===== config.mk =====
export PLATFORM = sky130hd
export DESIGN_NAME = sacd_ctrl
export DESIGN_NICKNAME = d
export VERILOG_FILES = /design/src/sv/sacd_pkg.sv /design/src/sv/sacd_ctrl.sv
export SDC_FILE = /design/constraint.sdc
export NUM_CORES = 1
export LEC_CHECK = 0
export ABC_AREA = 1
export BUFFER_PORTS_ARGS = -buffer_cell sky130_fd_sc_hd__buf_2
export CAP_MARGIN = 20
export CORE_AREA = 2 2 39 41
export DETAILED_ROUTE_END_ITERATION = 8
export DIE_AREA = 0 0 41 43
export PLACE_DENSITY_LB_ADDON = 0.15
export SLEW_MARGIN = 10
export SYNTH_ARGS = -nofsm -noshare
export SYNTH_HDL_FRONTEND = slang
export SYNTH_SLANG_ARGS = --single-unit

===== constraint.sdc =====
create_clock -name clk -period 1.7 [get_ports clk]
set_clock_uncertainty 0.15 [all_clocks]
set_input_delay 0.17 -clock clk [delete_from_list [all_inputs] [get_ports clk]]
set_output_delay 0.17 -clock clk [all_outputs]
set_load 0.03 [all_outputs]

===== src/sv/sacd_pkg.sv =====
// Shared types and constants of the cache directory.
package sacd_pkg;

	localparam int unsigned ADDR_IN_W = 48;
	localparam int unsigned CNT_W     = 32;
	localparam int unsigned LOB_W     = 5;
	localparam int unsigned WAY_IN_W  = 4;

	localparam logic [LOB_W-1:0] LOB_RESET = 5'd12;

	typedef enum logic [1:0] {
		MODE_LOOKUP = 2'd0,
		MODE_DIRTY  = 2'd1,
		MODE_FILL   = 2'd2,
		MODE_NONE   = 2'd3
	} mode_t;

	typedef struct packed {
		logic capture;
		logic clear;
		logic compare;
		logic update;
	} cmd_t;

	typedef struct packed {
		logic clear_done;
	} status_t;

endpackage


===== src/sv/sacd_ctrl.sv =====
// Sequencer of the cache directory: clear sweep, read, compare, update.
module sacd_ctrl (
	input  logic              clk,
	input  logic              arst_n,
	input  logic              start,
	input  sacd_pkg::status_t status,
	output logic              busy,
	output sacd_pkg::cmd_t    cmd
);

	typedef enum logic [4:0] {
		ST_CLEAR = 5'b00001,
		ST_IDLE  = 5'b00010,
		ST_READ  = 5'b00100,
		ST_CMP   = 5'b01000,
		ST_UPD   = 5'b10000
	} state_t;

	state_t state_q, state_d;

	always_comb begin
		state_d = state_q;
		unique case (state_q)
			ST_CLEAR: if (status.clear_done) state_d = ST_IDLE;
			ST_IDLE:  if (start) state_d = ST_READ;
			ST_READ:  state_d = ST_CMP;
			ST_CMP:   state_d = ST_UPD;
			ST_UPD:   state_d = ST_IDLE;
			default:  state_d = ST_CLEAR;
		endcase
	end

	always_ff @(posedge clk or negedge arst_n) begin
		if (!arst_n) begin
			state_q <= ST_CLEAR;
		end else begin
			state_q <= state_d;
		end
	end

	assign busy        = (state_q != ST_IDLE);
	assign cmd.capture = (state_q == ST_IDLE) && start;
	assign cmd.clear   = (state_q == ST_CLEAR);
	assign cmd.compare = (state_q == ST_CMP);
	assign cmd.update  = (state_q == ST_UPD);

endmodule


==> metrics <==
critical setup path kind=reg -> out; Detailed Place HPWL=491 um; count of input and output buffers=8; number of different library cells in the post-synthesis netlist=12; Overall Global Routing Usage=0.0796; Peak Freq=624 MHz; Area growth, synth to finish=44.1%; leakage dissipation=0.209 nW; number of maximum-capacitance constraint violations=0; number of flip-flops under the largest register name=5; Largest stage delay, worst path=440 ps; Yosys warning count=0; die outline area=1760 um^2; top-area cell type share of the netlist area=0.352; beginning of the worst hold path=start; share of post-route cells with drive strength above 1=0.333; per-cell routed wire length=8.13 um; most area-hungry cell type in the Yosys netlist=dfrtp_1; min cycle time layout=1600 ps; critical-path cell list=nor2_4 -> nand3_2 -> nor2_2 -> buf_2; iteration count of the initial detailed-routing pass=3; P per Cell Area=1540 nW/um^2; number of top-level design ports=9; Die Span Y=43 um; clock latency at the later pin of the worst-skew pair=240 ps; result of the run=completed; DR vias/cell=3.91; register-to-register setup slack=450 ps; starting density of the core=0.205; Overflow after GRT=0; cell area after technology mapping=284 um^2; Synth Net Count=44; number of flip-flops and latches in the synthesized netlist=5; setup violation total in the final timing report=0; cells taking the most area after synthesis=dfrtp_1 35%, nor2_1 12%, inv_1 11%, dfstp_2 9.3%, nand2_1 9.3%; number of buffers added by the clock tree synthesis step=3; WP buf/inv=1; post-route setup TNS=0 ps; clock transition at the register clock pins on the worst setup and hold paths after CTS=40 ps; beginning of the worst register-to-register path=state_q[0]$_DFFE_PN1P_; Final Hold Viols=0; Residual DRC=0; worst rel slew slack=0.844; pin count of the biggest net entering global routing=7; total count of max-transition violations in the final report=0; share of the clock period used by the worst path after layout=0.942; area of the placeable core=1380 um^2; standard-cell row count=14; area taken by multi-input logic gates=144 um^2; first-pass GRT wire length=903 um; via total after detailed routing=274; number of fill cells in the layout=160; mean area per synthesized cell=7.10 um^2; Most flops, register=state_q; number of cells produced by synthesis=40; type of the tightest min-delay check=in -> reg; biggest registers after layout=state_q: 5 flops; Ant. Diodes=0; required time of the critical path=1380 ps; sequential cell area fraction in the yosys report=0.445; number of global-route vias before repair=256; WL final=569 um; launch point of the worst path=state_q[2]$_DFFE_PN0P_; post-detailed-route count of antenna-violating nets=0; VDD IR max=0.523 mV; slowest cell on the critical path=dfrtp_1; Worst Path Arrival=1280 ps; antenna violations before repair=0; worst-path maximum fanout=5; clock tree from TritonCTS=done; transition time of the tightest slew-check pin=231 ps; floorplan die width=41 um; startpoint type of the worst setup path=register; H-tree levels=1; weighted congestion at the end of routability-driven global placement=0.643; Initial DRC Count=4; maximum count of clock buffers along a single path=2; CTS Root Cell=clkbuf_4; post-layout net count=59; Top Family by Delay on Critical Path=flip-flops; register area=126 um^2; RSZ-0062 raised after global routing=no; critical path endpoint category=primary output; Clock Sinks=5; share of the core filled with cells=0.296
-- area by class of cell --
class | count | area share
multi-input cells | 27 | 0.352
flip-flops and latches | 5 | 0.309
repair buffers | 10 | 0.153
inverters | 8 | 0.0734
clock buffers | 4 | 0.0642
well taps | 16 | 0.0489
-- Yosys cell counts (all sizes together) --
library cell,count
nor4,3
nand3,3
inv,8
a21oi,1
o21ai,1
nand4,1
nand2,7
nor2,11
dfrtp,4
dfstp,1
-- worst paths after layout --
kind / end / cells past startpoint
min in group asynchronous: state_q[1]$_DFFE_PN0P_ / 2
max in group asynchronous: state_q[0]$_DFFE_PN1P_ / 2
setup / recovery: cmd[3] / 4
hold reg to reg: state_q[3]$_DFFE_PN0P_ / 1
setup reg to reg: state_q[1]$_DFFE_PN0P_ / 5
hold / removal: state_q[2]$_DFFE_PN0P_ / 3
-- metal layers --
metal / wire length [um] / up-vias / global-route usage
li1: - / 153 / -
met1: 269 / 115 / 0.0945
met2: 273 / 6 / 0.109
met3: 25 / 0 / 0.0157
met4: 0 / 0 / 0.0800
met5: 0 / - / 0
-- logic make-up after synthesis --
family                 count (synthesis)  share of synthesized area
buffers and inverters                  8                      0.106
AND/OR/NAND/NOR                       25                      0.414
AO/OA/AOI/OAI                          2                     0.0352
flip-flops                             5                      0.445
-- timing repair --
item                                    CTS  global route
hold buffers                              2             0
buffers inserted                          0             0
hold endpoints to repair                  6             0
endpoints found under the setup margin    0             2
resized for setup                         0             4
-- worst min-delay path: cells and delay by family --
kind / cells / cell delay, ps
simple gates: 1 / 90
buf+inv: 2 / 130
-- cells in the final DEF, fill, tap and decap left out, drive strengths merged --
cell         count
a21oi            1
buf              8
nand3            3
clkbuf           4
o21ai            1
nand4            1
inv              8
nor2            11
nor4             3
dfstp            1
nand2            7
dlygate4sd3      2
dfrtp            4
-- report_power, final --
part / switching [mW] / internal [mW]
registers: 0.0286 / 0.159
logic: 0.205 / 0.103
clock network: 0.0458 / 0.0886
total: 0.279 / 0.351
-- metrics by stage --
step | setup WS, ps | hold WS, ps | total power [mW] | instances | instance area (um^2)
4_1_cts | 35.3 | 40.3 | 0.620 | 70 | 399
2_1_floorplan | 69.3 | -276 | 0.408 | 40 | 293
3_3_place_gp | 310 | -153 | 0.482 | 64 | 353
3_5_place_dp | 295 | -157 | 0.477 | 64 | 353
5_1_grt | 16.7 | 58.8 | 0.687 | 70 | 409
6_report | 98.0 | 45.3 | 0.630 | 70 | 409
Note: power is estimated with default switching activity, not from simulation.
